### src/rtl/ssl_pkg.sv
// ----------------------------------------------------------------------------
// ssl_pkg
// Shared types and constants of the spline segment locator: field widths,
// command and status codes, configuration register indexes and defaults.
// ----------------------------------------------------------------------------
package ssl_pkg;

   localparam int DEF_MAX_KEYS   = 64;
   localparam int DEF_TIME_WIDTH = 32;

   localparam int KEY_INDEX_W = 6;
   localparam int START_W     = 8;
   localparam int SEGMENT_W   = 6;
   localparam int KEY_COUNT_W = 7;
   localparam int STATUS_W    = 2;
   localparam int CSR_DATA_W  = 7;

   localparam logic [KEY_COUNT_W-1:0] KEY_COUNT_RESET = 7'd2;
   localparam logic [KEY_COUNT_W-1:0] KEY_COUNT_MIN   = 7'd2;
   localparam int                     KEY_COUNT_TOP   = 127;

   typedef enum logic {
      CMD_WRITE = 1'b0,
      CMD_QUERY = 1'b1
   } command_type;

   typedef enum logic [STATUS_W-1:0] {
      STATUS_BEFORE = 2'd0,
      STATUS_DURING = 2'd1,
      STATUS_AFTER  = 2'd2
   } status_type;

   typedef enum logic {
      CSR_LOOP_ENABLE = 1'b0,
      CSR_KEY_COUNT   = 1'b1
   } csr_index_type;

endpackage

### src/rtl/ssl_time_ram.sv
// ----------------------------------------------------------------------------
// ssl_time_ram
// Key time table: one write port and one read port, read data registered.
// ----------------------------------------------------------------------------
module ssl_time_ram #(
   parameter int DEPTH = ssl_pkg::DEF_MAX_KEYS,
   parameter int WIDTH = ssl_pkg::DEF_TIME_WIDTH,
   parameter int AW    = $clog2(ssl_pkg::DEF_MAX_KEYS)
) (
   input  logic             clock,
   input  logic             wr_en,
   input  logic [AW-1:0]    wr_addr,
   input  logic [WIDTH-1:0] wr_data,
   input  logic [AW-1:0]    rd_addr,
   output logic [WIDTH-1:0] rd_data
);

   logic [WIDTH-1:0] mem [DEPTH];
   logic [WIDTH-1:0] rd_data_ff;

   always_ff @(posedge clock) begin
      if (wr_en) begin
         mem[wr_addr] <= wr_data;
      end
      rd_data_ff <= mem[rd_addr];
   end

   assign rd_data = rd_data_ff;

endmodule

### src/rtl/ssl_mod_unit.sv
// ----------------------------------------------------------------------------
// ssl_mod_unit
// Restoring remainder unit: one dividend bit per cycle, then done with the
// remainder of an unsigned dividend by an unsigned divisor.
// ----------------------------------------------------------------------------
module ssl_mod_unit #(
   parameter int WIDTH = ssl_pkg::DEF_TIME_WIDTH
) (
   input  logic             clock,
   input  logic             reset,
   input  logic             start,
   input  logic [WIDTH-1:0] dividend,
   input  logic [WIDTH-1:0] divisor,
   output logic             done,
   output logic [WIDTH-1:0] remainder
);

   localparam int CW = $clog2(WIDTH + 1);

   logic             busy_ff, busy_in;
   logic             done_ff, done_in;
   logic [CW-1:0]    cnt_ff, cnt_in;
   logic [WIDTH-1:0] dvd_ff, dvd_in;
   logic [WIDTH-1:0] div_ff, div_in;
   logic [WIDTH:0]   rem_ff, rem_in;
   logic [WIDTH:0]   trial;

   always_comb begin
      busy_in = busy_ff;
      done_in = 1'b0;
      cnt_in  = cnt_ff;
      dvd_in  = dvd_ff;
      div_in  = div_ff;
      rem_in  = rem_ff;
      trial   = {rem_ff[WIDTH-1:0], dvd_ff[WIDTH-1]};
      if (start) begin
         busy_in = 1'b1;
         cnt_in  = CW'(WIDTH);
         dvd_in  = dividend;
         div_in  = divisor;
         rem_in  = '0;
      end else if (busy_ff) begin
         dvd_in = {dvd_ff[WIDTH-2:0], 1'b0};
         if (trial >= {1'b0, div_ff}) begin
            rem_in = trial - {1'b0, div_ff};
         end else begin
            rem_in = trial;
         end
         cnt_in = cnt_ff - CW'(1);
         if (cnt_ff == CW'(1)) begin
            busy_in = 1'b0;
            done_in = 1'b1;
         end
      end
   end

   always_ff @(posedge clock) begin
      if (reset) begin
         busy_ff <= 1'b0;
         done_ff <= 1'b0;
         cnt_ff  <= '0;
      end else begin
         busy_ff <= busy_in;
         done_ff <= done_in;
         cnt_ff  <= cnt_in;
      end
   end

   always_ff @(posedge clock) begin
      dvd_ff <= dvd_in;
      div_ff <= div_in;
      rem_ff <= rem_in;
   end

   assign done      = done_ff;
   assign remainder = rem_ff[WIDTH-1:0];

endmodule

### src/rtl/spline_segment_locator.sv
// ----------------------------------------------------------------------------
// spline_segment_locator
// Sorted key time table with a cursor search that returns the segment
// holding a query time, after wrapping or clamping the time.
// ----------------------------------------------------------------------------
// A req beat with tuser low writes key_time into table entry key_index and
// gives no rsp beat. A req beat with tuser high runs a
// query and gives one rsp beat with the status in tuser and the segment and
// mapped time in tdata. The csr port sets loop_enable and key_count; write
// it only while no query is in flight.
// A query reads the first and last keys, then in looping mode with a
// positive span runs the span remainder one bit per cycle, then walks the
// cursor with one table read (a read step and a compare step) for each
// crossed key and one or two more that end the walk, then loads the rsp
// register. How long a query runs is set by the remainder unit and the
// single read port; no new req beat is taken until the query is through.
// Reset empties the rsp register, returns to idle and sets loop_enable to 0
// and key_count to 2; the table is not cleared. A finished result waits in
// the rsp register while req beats are taken; a query that finishes while
// the register is still full holds until rsp_tready frees it.
// ----------------------------------------------------------------------------
module spline_segment_locator #(
   parameter int MAX_KEYS   = ssl_pkg::DEF_MAX_KEYS,
   parameter int TIME_WIDTH = ssl_pkg::DEF_TIME_WIDTH
) (
   input  logic clock,
   input  logic reset,
   input  logic req_tvalid,
   output logic req_tready,
   // key_index, key_time, query_time, start_segment
   input  logic [((ssl_pkg::KEY_INDEX_W + 2 * TIME_WIDTH + ssl_pkg::START_W + 7) / 8) * 8 - 1:0]
                req_tdata,
   // command
   input  logic req_tuser,
   output logic rsp_tvalid,
   input  logic rsp_tready,
   // segment, mapped_time
   output logic [((ssl_pkg::SEGMENT_W + TIME_WIDTH + 7) / 8) * 8 - 1:0] rsp_tdata,
   // status
   output logic [ssl_pkg::STATUS_W-1:0] rsp_tuser,
   input  logic csr_wr_en,
   input  logic csr_index,
   input  logic [ssl_pkg::CSR_DATA_W-1:0] csr_wdata
);

   localparam int TW     = TIME_WIDTH;
   localparam int KIW    = ssl_pkg::KEY_INDEX_W;
   localparam int NW     = ssl_pkg::KEY_COUNT_W;
   localparam int RSP_DW = ((ssl_pkg::SEGMENT_W + TIME_WIDTH + 7) / 8) * 8;
   localparam int AW     = $clog2(MAX_KEYS);
   localparam int IW     = (AW > KIW) ? AW : KIW;
   localparam int PW     = (AW > NW) ? AW : NW;
   localparam int NMAX   = (MAX_KEYS < ssl_pkg::KEY_COUNT_TOP) ? MAX_KEYS
                                                               : ssl_pkg::KEY_COUNT_TOP;

   typedef enum logic [9:0] {
      S_IDLE    = 10'b00_0000_0001,
      S_KEY0    = 10'b00_0000_0010,
      S_KEYN    = 10'b00_0000_0100,
      S_MAP     = 10'b00_0000_1000,
      S_WRAP    = 10'b00_0001_0000,
      S_FWD_RD  = 10'b00_0010_0000,
      S_FWD_CMP = 10'b00_0100_0000,
      S_BWD_RD  = 10'b00_1000_0000,
      S_BWD_CMP = 10'b01_0000_0000,
      S_DONE    = 10'b10_0000_0000
   } state_type;

   state_type state_ff, state_in;

   logic                  loop_ff, loop_in;
   logic [NW-1:0]         count_ff, count_in;

   logic                  req_accept;
   logic [KIW-1:0]        req_key_index;
   logic signed [TW-1:0]  req_key_time;
   logic signed [TW-1:0]  req_query_time;
   logic [ssl_pkg::START_W-1:0] req_start;

   logic [NW-1:0]         n_q;
   logic [NW-1:0]         start_q;
   logic [NW-1:0]         n_ff, n_in;
   logic [NW-1:0]         last_ff, last_in;
   logic [NW-1:0]         seg_ff, seg_in;
   logic signed [TW-1:0]  t_ff, t_in;
   logic signed [TW-1:0]  begin_ff, begin_in;
   logic [TW-1:0]         span_ff, span_in;
   logic                  neg_ff, neg_in;
   ssl_pkg::status_type   status_ff, status_in;

   logic                  rsp_valid_ff, rsp_valid_in;
   ssl_pkg::status_type   rsp_status_ff, rsp_status_in;
   logic [ssl_pkg::SEGMENT_W-1:0] rsp_seg_ff, rsp_seg_in;
   logic [TW-1:0]         rsp_time_ff, rsp_time_in;

   logic [IW:0]           wr_idx;
   logic                  wr_en;
   logic [NW-1:0]         rd_sel;
   logic [PW-1:0]         rd_ext;
   logic [AW-1:0]         rd_addr;
   logic signed [TW-1:0]  rd_data;

   logic                  mod_start;
   logic [TW-1:0]         mod_dividend;
   logic                  mod_done;
   logic [TW-1:0]         mod_rem;
   logic [TW-1:0]         wrap_off;

   assign req_tready     = (state_ff == S_IDLE);
   assign req_accept     = req_tvalid && req_tready;
   assign req_key_index  = req_tdata[KIW-1:0];
   assign req_key_time   = req_tdata[KIW +: TW];
   assign req_query_time = req_tdata[KIW + TW +: TW];
   assign req_start      = req_tdata[KIW + 2 * TW +: ssl_pkg::START_W];

   assign wr_idx = (IW + 1)'(req_key_index);
   assign wr_en  = req_accept && (req_tuser == ssl_pkg::CMD_WRITE)
                   && (wr_idx < (IW + 1)'(MAX_KEYS));

   always_comb begin
      if (count_ff < ssl_pkg::KEY_COUNT_MIN) begin
         n_q = ssl_pkg::KEY_COUNT_MIN;
      end else if (count_ff > NW'(NMAX)) begin
         n_q = NW'(NMAX);
      end else begin
         n_q = count_ff;
      end
      if (req_start[ssl_pkg::START_W-1]) begin
         start_q = '0;
      end else if (req_start[NW-1:0] > n_q - NW'(2)) begin
         start_q = n_q - NW'(2);
      end else begin
         start_q = req_start[NW-1:0];
      end
   end

   always_comb begin
      unique case (state_ff)
         S_KEY0:   rd_sel = '0;
         S_KEYN:   rd_sel = n_ff - NW'(1);
         S_FWD_RD: rd_sel = seg_ff + NW'(1);
         default:  rd_sel = seg_ff;
      endcase
      rd_ext  = PW'(rd_sel);
      rd_addr = rd_ext[AW-1:0];
   end

   ssl_time_ram #(
      .DEPTH (MAX_KEYS),
      .WIDTH (TW),
      .AW    (AW)
   ) u_ram (
      .clock   (clock),
      .wr_en   (wr_en),
      .wr_addr (wr_idx[AW-1:0]),
      .wr_data (req_key_time),
      .rd_addr (rd_addr),
      .rd_data (rd_data)
   );

   ssl_mod_unit #(
      .WIDTH (TW)
   ) u_mod (
      .clock     (clock),
      .reset     (reset),
      .start     (mod_start),
      .dividend  (mod_dividend),
      .divisor   (rd_data - begin_ff),
      .done      (mod_done),
      .remainder (mod_rem)
   );

   assign mod_dividend = (t_ff < begin_ff) ? (begin_ff - t_ff) : (t_ff - begin_ff);
   assign mod_start    = (state_ff == S_MAP) && loop_ff && (rd_data > begin_ff);
   assign wrap_off     = !neg_ff ? mod_rem
                                 : ((mod_rem != '0) ? (span_ff - mod_rem) : '0);

   always_comb begin
      loop_in       = loop_ff;
      count_in      = count_ff;
      state_in      = state_ff;
      n_in          = n_ff;
      last_in       = last_ff;
      seg_in        = seg_ff;
      t_in          = t_ff;
      begin_in      = begin_ff;
      span_in       = span_ff;
      neg_in        = neg_ff;
      status_in     = status_ff;
      rsp_valid_in  = rsp_valid_ff && !rsp_tready;
      rsp_status_in = rsp_status_ff;
      rsp_seg_in    = rsp_seg_ff;
      rsp_time_in   = rsp_time_ff;

      if (csr_wr_en) begin
         unique case (csr_index)
            ssl_pkg::CSR_LOOP_ENABLE: loop_in  = csr_wdata[0];
            ssl_pkg::CSR_KEY_COUNT:   count_in = csr_wdata[NW-1:0];
            default:                  count_in = count_ff;
         endcase
      end

      unique case (state_ff)
         S_IDLE: begin
            if (req_accept && (req_tuser == ssl_pkg::CMD_QUERY)) begin
               n_in      = n_q;
               last_in   = n_q - NW'(2);
               seg_in    = start_q;
               t_in      = req_query_time;
               status_in = ssl_pkg::STATUS_DURING;
               state_in  = S_KEY0;
            end
         end
         S_KEY0: begin
            state_in = S_KEYN;
         end
         S_KEYN: begin
            begin_in = rd_data;
            state_in = S_MAP;
         end
         S_MAP: begin
            if (loop_ff) begin
               if (rd_data > begin_ff) begin
                  neg_in   = t_ff < begin_ff;
                  span_in  = rd_data - begin_ff;
                  state_in = S_WRAP;
               end else begin
                  t_in     = begin_ff;
                  state_in = S_FWD_RD;
               end
            end else begin
               if (t_ff > rd_data) begin
                  t_in = rd_data;
               end
               state_in = S_FWD_RD;
            end
         end
         S_WRAP: begin
            if (mod_done) begin
               t_in     = begin_ff + wrap_off;
               state_in = S_FWD_RD;
            end
         end
         S_FWD_RD: begin
            state_in = S_FWD_CMP;
         end
         S_FWD_CMP: begin
            if (t_ff >= rd_data) begin
               if (seg_ff == last_ff) begin
                  status_in = ssl_pkg::STATUS_AFTER;
                  state_in  = S_DONE;
               end else begin
                  seg_in   = seg_ff + NW'(1);
                  state_in = S_FWD_RD;
               end
            end else begin
               state_in = S_BWD_RD;
            end
         end
         S_BWD_RD: begin
            state_in = S_BWD_CMP;
         end
         S_BWD_CMP: begin
            if (t_ff < rd_data) begin
               if (seg_ff == '0) begin
                  status_in = ssl_pkg::STATUS_BEFORE;
                  state_in  = S_DONE;
               end else begin
                  seg_in   = seg_ff - NW'(1);
                  state_in = S_BWD_RD;
               end
            end else begin
               state_in = S_DONE;
            end
         end
         S_DONE: begin
            if (!rsp_valid_ff || rsp_tready) begin
               rsp_valid_in  = 1'b1;
               rsp_status_in = status_ff;
               rsp_seg_in    = seg_ff[ssl_pkg::SEGMENT_W-1:0];
               rsp_time_in   = t_ff;
               state_in      = S_IDLE;
            end
         end
         default: begin
            state_in = S_IDLE;
         end
      endcase
   end

   always_ff @(posedge clock) begin
      if (reset) begin
         state_ff     <= S_IDLE;
         loop_ff      <= 1'b0;
         count_ff     <= ssl_pkg::KEY_COUNT_RESET;
         rsp_valid_ff <= 1'b0;
      end else begin
         state_ff     <= state_in;
         loop_ff      <= loop_in;
         count_ff     <= count_in;
         rsp_valid_ff <= rsp_valid_in;
      end
   end

   always_ff @(posedge clock) begin
      n_ff          <= n_in;
      last_ff       <= last_in;
      seg_ff        <= seg_in;
      t_ff          <= t_in;
      begin_ff      <= begin_in;
      span_ff       <= span_in;
      neg_ff        <= neg_in;
      status_ff     <= status_in;
      rsp_status_ff <= rsp_status_in;
      rsp_seg_ff    <= rsp_seg_in;
      rsp_time_ff   <= rsp_time_in;
   end

   assign rsp_tvalid = rsp_valid_ff;
   assign rsp_tuser  = rsp_status_ff;
   assign rsp_tdata  = RSP_DW'({rsp_time_ff, rsp_seg_ff});

   a_mod_done_in_wrap : assert property (@(posedge clock) disable iff (reset)
      mod_done |-> (state_ff == S_WRAP))
      else $error("remainder finished outside the wrap step");

   a_cursor_in_range : assert property (@(posedge clock) disable iff (reset)
      ((state_ff == S_FWD_CMP) || (state_ff == S_BWD_CMP)) |-> (seg_ff <= last_ff))
      else $error("cursor left the valid segments");

   a_query_starts : assert property (@(posedge clock) disable iff (reset)
      (req_accept && (req_tuser == ssl_pkg::CMD_QUERY)) |=> (state_ff == S_KEY0))
      else $error("query beat did not start a table read");

   a_write_stays_idle : assert property (@(posedge clock) disable iff (reset)
      (req_accept && (req_tuser == ssl_pkg::CMD_WRITE)) |=> (state_ff == S_IDLE))
      else $error("write beat left the idle state");

endmodule
### config.mk
export PLATFORM = sky130hd
export DESIGN_NAME = spline_segment_locator
export DESIGN_NICKNAME = d
export VERILOG_FILES = /design/src/rtl/ssl_pkg.sv /design/src/rtl/ssl_time_ram.sv /design/src/rtl/ssl_mod_unit.sv /design/src/rtl/spline_segment_locator.sv
export SDC_FILE = /design/constraint.sdc
export NUM_CORES = 2
export LEC_CHECK = 0
export BUFFER_PORTS_ARGS = -buffer_cell sky130_fd_sc_hd__buf_2
export CORE_ASPECT_RATIO = 1.2
export CORE_MARGIN = 1.5
export CORE_UTILIZATION = 60
export CTS_CLUSTER_DIAMETER = 120
export DETAILED_ROUTE_END_ITERATION = 12
export HOLD_SLACK_MARGIN = 0.08
export PLACE_DENSITY = 0.85
export REMOVE_ABC_BUFFERS = 1
export SLEW_MARGIN = 5
export SYNTH_ARGS = -nofsm -noshare
export SYNTH_HDL_FRONTEND = slang
export SYNTH_HIERARCHICAL = 1
export SYNTH_SLANG_ARGS = --single-unit
### constraint.sdc
create_clock -name clock -period 12.1 [get_ports clock]
set_clock_uncertainty 0.15 [all_clocks]
set_input_delay 0.605 -clock clock [delete_from_list [all_inputs] [get_ports clock]]
set_output_delay 0.605 -clock clock [all_outputs]
set_load 0.03 [all_outputs]
# Word-level counts from Yosys, hierarchy flattened
# Memories as Yosys holds them, arrays and structs flattened. A register that Yosys moved wholly into a read port is not among the register bits.
# Index checks and enable logic that the tools add are counted.
# Widths: inputs -> output; s select.
# op_classes
add_sub_neg	11
n_mul	0
n_div	0
order_cmp	10
eq_ne	23
n_shift	0
n_mux	49
bitwise	3
n_reduce_logical	26
# op_table
op	n
$mux 32	11
$sub 32x32->32	5
$pmux 10 s10	1
$pmux 32 s3	1
$mux 10	8
$gt 32x32->1	2
$lt 32x32->1	2
$mux 7	9
$ge 33x32->1	1
$add 32x32->32	1
$ge 32x32->1	1
$reduce_bool 32->1	1
$pmux 7 s3	1
$mux 6	3
$pmux 6 s3	1
$ne 2x2->1 const B	7
$reduce_and 6->1	2
$sub 6x1->6 const B	2
$eq 10x1->1 const B	1
$eq 10x10->1 const B	1
$eq 10x2->1 const B	1
$eq 10x3->1 const B	1
$eq 10x4->1 const B	1
$eq 10x5->1 const B	1
other kinds (31)	57
# totals
regBits	282
latch_bits	0
ramBits	2048
mem_bits_ro	0
inputBits	94
out_inout_bits	44
wordCells	145
mem_count	1
# memory_table
name	words	width	rd	rd_clocked_by_memory_dff	wr	line	rtl
u_ram.mem	64	32	1	1	1	ssl_time_ram.sv:18	logic [WIDTH-1:0] mem [DEPTH];

# Logic depth before layout (Yosys ltp)
# depth
depth_word	9
ltp_mapped	25
depth_no_buf	24

# Modules after synthesis
# Netlist, hierarchy kept.
# by_module_without_submodules
module	instances	cells_each	area_per_inst_um2
ssl_time_ram	1	3324	78512.8
spline_segment_locator	1	1941	16972.5
ssl_mod_unit	1	594	5926.9

# Worst setup path after synthesis
# Ideal clock, no wire load.
# synth_path
path_kind	reg-to-reg
start	reg begin_ff[0]
end	reg u_mod.dvd_ff[0], enable pin
setup_ps	387
arrival_ps	5027
required_time_ps	11563
path_slack_ps	6536
stages_incl_launch_ff	14
path_buffers	1
path_cell_list	edfxtp_1 > ha_1 > fa_1 > nor2b_1 > o21ai_0 > a21boi_0 > o21ai_0 > a21oi_1 > a31oi_1 > o21ai_0 > o2111a_1 > nor2_1 > clkbuf_1 > inv_1
# synth_between
elab_chain_len	3
# synth_lines
item	line	rtl
from (decl)	spline_segment_locator.sv:86	logic signed [TW-1:0] begin_ff, begin_in;
from (signal assigned)	spline_segment_locator.sv:310	begin_ff <= begin_in;
$gt 32x32->1	spline_segment_locator.sv:174	assign mod_start = (state_ff == S_MAP) && loop_ff && (rd_data > begin_ff);
$logic_and 1x1->1	spline_segment_locator.sv:174	
named net mod_start	spline_segment_locator.sv:103	logic mod_start;
$reduce_bool 2->1 (no source line)	--	
to (signal assigned)	ssl_mod_unit.sv:70	dvd_ff <= dvd_in;
to (decl)	ssl_mod_unit.sv:23	logic [WIDTH-1:0] dvd_ff, dvd_in;
# The timed path passes the listed nets, and every way through them passes these cells.
# A chain may end at the register's enable or synchronous reset.

# Worst setup path in the final report
# layout_path
start	reg state_ff[1]
end	reg u_ram.rd_data_ff[20] (netlist: u_ram/rd_data[20]), read port of u_ram.mem
# layout_between
elab_chain_len	2
# layout_lines
item	line	rtl
from (decl)	spline_segment_locator.sv:69	state_type state_ff, state_in;
from (signal assigned)	spline_segment_locator.sv:298	state_ff <= state_in;
$eq 10x6->1 (tied with other cells)	spline_segment_locator.sv:138	unique case (state_ff)
$pmux 6 s3 *	spline_segment_locator.sv:138	
named net rd_ext[2]	spline_segment_locator.sv:99	logic [PW-1:0] rd_ext;
to (decl)	ssl_time_ram.sv:19	logic [WIDTH-1:0] rd_data_ff;
# Mark *: on every way through the listed nets, which the timed path passes. The rest lies on a longest branch.

==> reports/metrics.csv <==
stage;metric;value;unit
run_status;status;finished clean;
floorplanning;die height;453.4;um
power;Flop pwr share;49.3;%
critical_path;r2r setup slk;4.88;ns
critical_path;maximum fanout along the worst path;75;
routing;DR iter-0 viols;9298;
min_path;Worst Hold Class;primary input to register;
yosys;Post-Syn Instances;5859;
yosys;ys flop type;edfxtp_1;
critical_path;CP Capture Type;register;
clock_tree;Clock Tree Buf Depth;3;
yosys;EDFF count, synth;2270;
sta;Max Clock Freq;0.1385;GHz
floorplanning;Core Region;168300;um^2
yosys;Seq/Total Area, Yosys;69.01;%
sta;post-route clock period utilization;59.66;%
global_routing;grt ovf;0;
critical_path;critical path startpoint;state_ff[1]$_SDFFE_PP0P_;
critical_path;Required @ worst endpoint;12.63;ns
routing;residual DRC count;0;
final_layout;commonest cells after routing, fill and taps aside;2270 x edfxtp_1, 544 x mux4_2, 273 x a21oi_1;
place;Placer Congestion;0.9286;
flow_run;Max Cap Viol;0;
power;switching pwr;4.944;mW
critical_path;CP Capture Point;u_ram/rd_data[20]$_DFF_P_;
sta;Slew @ Worst Pin;1.439;ns
power;clock network fraction of total power;36.4;%
yosys;Yosys top cell by area;edfxtp_1;
final_layout;share of layout cells above drive strength 1;19.88;%
sta;Setup violations, final;0;
power;Sw Ratio;26.32;%
place;Cells after DPL;8095;
critical_path;worst reg2reg endpoint;u_ram/rd_data[20]$_DFF_P_;
clock_tree;Clk pin slew, worst setup/hold paths;0.07;ns
sta;slack of the critical path;4.881;ns
yosys;flops & latches, synth;2361;
power;cell-internal power;13.84;mW
clock_tree;H-tree depth;4;
final_layout;Area Overhead vs Synth;11.27;%
clock_tree;TritonCTS clock tree;done;
critical_path;critical path class;register to register;
floorplanning;Cell Rows;165;
yosys;synth unique cells;96;
final_layout;fill cell count;10090;
critical_path;startpoint types;register;
routing;Pre-Repair DR Iteration Count;6;
global_routing;vias in the first global route;61710;
yosys;synthesized area;101400;um^2
place;port bufs;133;
routing;wire per inst;34.75;um
floorplanning;full die area;171500;um^2
final_layout;Multi-input gate area;29830;um^2
floorplanning;IO Pins;138;
place;DP HPWL;163600;um
clock_tree;Inserted Clock Buffers;208;
global_routing;gr usage total;34.97;%
power;Max VDD drop;0.0001367;V
yosys;synth top area cells;edfxtp_1 67%, mux4_2 12%, ha_1 3.0%;
final_layout;Final Non-Filler Cells;8566;
yosys;Synth Area per Inst;17.31;um^2
global_routing;antenna violations before repair;24;
routing;Routed Antenna Nets;0;
min_path;worst hold start;req_tuser;
clock_tree;postcts setup bufs;0;
place;worst slack, placed;5.501;ns
power;PwrDens;166.5;nW/um^2
yosys;Async S/R FF share, synth;0;%
sta;Hold Fails Final Rpt;0;
floorplanning;Starting Density;60.27;%
clock_tree;Clock Latency Late Sink;0.87;ns
yosys;Ys Warns;6;
power;Leakage;37.81;nW
sta;RSZ-0062 raised after global routing;false;
place;cell area after placement;105200;um^2
power;combinational fraction of design power;14.4;%
critical_path;FF-to-FF Start;state_ff[1]$_SDFFE_PP0P_;
routing;Vias;60360;
sta;worst hold slack;0.1601;ns
routing;vias per cell;7.047;
yosys;Synth top area share;67.22;%
critical_path;r2r worst-path depth;15;
routing;routed wire length;297700;um
floorplanning;Die X;378.3;um
final_layout;FF+latch area;69990;um^2
global_routing;first-pass GRT wire length;425900;um
final_layout;most common cell after layout, fill and taps aside;edfxtp_1;
sta;Max Slew Vio Count;0;
final_layout;Nets;6461;
sta;setup TNS;0;ns
final_layout;Final Cell Area;112800;um^2
clock_tree;root buffer cell;clkbuf_16;
critical_path;Critical Path AT;7.75;ns
sta;max_slew headroom;3.781;%
sta;fin crit period;7.219;ns
global_routing;largest net degree at the start of global routing;121;
clock_tree;clk sinks;2361;
[worst min path at each step]
| stage | end | slack [ns] | cells after the start |
|---|---|---|---|
| 6_report | state_ff[0]$_SDFFE_PP1P_ | 0.16 | 4 |
| 4_1_cts | state_ff[0]$_SDFFE_PP1P_ | 0.09 | 4 |
| 5_1_grt | u_ram/mem[50][14]$_DFFE_PP_ | 0.17 | 1 |
| 3_3_place_gp | rsp_tuser[0]$_DFFE_PP_ | 0.26 | 0 |
| 2_1_floorplan | rsp_tuser[0]$_DFFE_PP_ | 0.25 | 0 |
| 3_5_place_dp | rsp_tuser[1]$_DFFE_PP_ | 0.26 | 0 |
[state kept, by name, indices dropped and copies added, names as in the netlist, 6 cells and up]
name / flops
u_ram/mem: 2048
u_mod/rem_ff: 32
t_ff: 32
seg_ff: 7
n_ff: 6
count_ff: 7
last_ff: 6
u_mod/dvd_ff: 32
u_mod/cnt_ff: 6
span_ff: 32
begin_ff: 32
u_mod/div_ff: 32
state_ff: 10
u_ram/rd_data: 32
rsp_time_ff: 32
rsp_seg_ff: 6
[Yosys cell counts (16+ instances only)]
library cell  count
or3_1            18
a211oi_1         35
o22ai_1         119
inv_1           237
nor3_1           46
nor4_1           18
a21o_1          105
a31oi_1          33
buf_4            30
edfxtp_1       2270
buf_1            18
and3_1           23
dfxtp_1          91
xor2_1           71
mux2i_1         149
clkbuf_1        151
buf_2            67
mux2_2           34
a21oi_1         273
nand4_1          39
nand2_1         162
o21a_1           34
nor2b_1          39
nand3_1          50
o31ai_1          16
nor2_1          334
a22oi_1          16
nand2b_1         46
o21bai_1         24
o21ai_0         148
xnor2_1          79
o221ai_1         37
o211ai_1         16
ha_1            241
mux4_2          544
[per-stage QoR]
stage	utilization [%]	power, mW
after floorplan	-	12.60
after global placement	62.54	11.86
after detailed placement	62.54	11.96
after CTS	67.02	18.72
after global routing	67.06	19.21
final	67.06	18.79
[critical path, stage by stage (launching register included)]
cell      delay, ns
dfxtp_1        0.35
or4_1          0.59
nor3_1         0.33
nand4b_1       0.77
nor2_1         0.30
o21ai_0        0.17
o221ai_4       0.12
buf_4          0.34
buf_12         0.50
buf_4          0.73
nor2b_1        0.44
buf_4          0.40
a22oi_1        0.18
and3_1         0.23
o32ai_1        1.13
nor3_1         0.16
[cell type report]
| type | instances | share of cell area (%) |
|---|---|---|
| diodes | 10 | 0.02218 |
| inverters | 240 | 0.7984 |
| repair buffers | 324 | 2.136 |
| clock buffers | 261 | 4.871 |
| well taps | 2254 | 2.499 |
| multi-input cells | 2985 | 26.43 |
| flip-flops and latches | 2361 | 62.03 |
| clock inverters | 131 | 1.216 |
[logic make-up after synthesis]
logic type,share of synthesized area (%)
DFF,69.01
AOI/OAI and AO/OA,6.427
and+or+nand+nor,4.067
muxes,13.93
buffers and inverters,2.170
adders and majority gates,3.092
xor gates and xnor gates,1.295
other,0.007405
[power by group through the flow]
| stage | clock network [mW] | registers (mW) | logic (mW) |
|---|---|---|---|
| 5_1_grt | 7.12 | 9.26 | 2.83 |
| 6_report | 6.83 | 9.25 | 2.70 |
| 4_1_cts | 6.86 | 9.25 | 2.62 |
| 2_1_floorplan | 0 | 9.34 | 3.26 |
| 3_3_place_gp | 0 | 9.41 | 2.45 |
| 3_5_place_dp | 0 | 9.42 | 2.54 |
[timing repair]
| action | 4_1_cts | 5_1_grt |
|---|---|---|
| hold buffers | 67 | 0 |
| hold endpoints to repair | 55 | 0 |
| resized for setup | 0 | 0 |
[per-layer routing]
layer,vias to the layer above,GRT usage (%),share of wire (%)
met5,-,0,0.047
met4,22,24.40,8.1
met3,1207,7.877,12
met2,5018,56.38,48
met1,30020,42.06,32
li1,24090,-,-
Note: power is estimated with default switching activity, not from simulation.
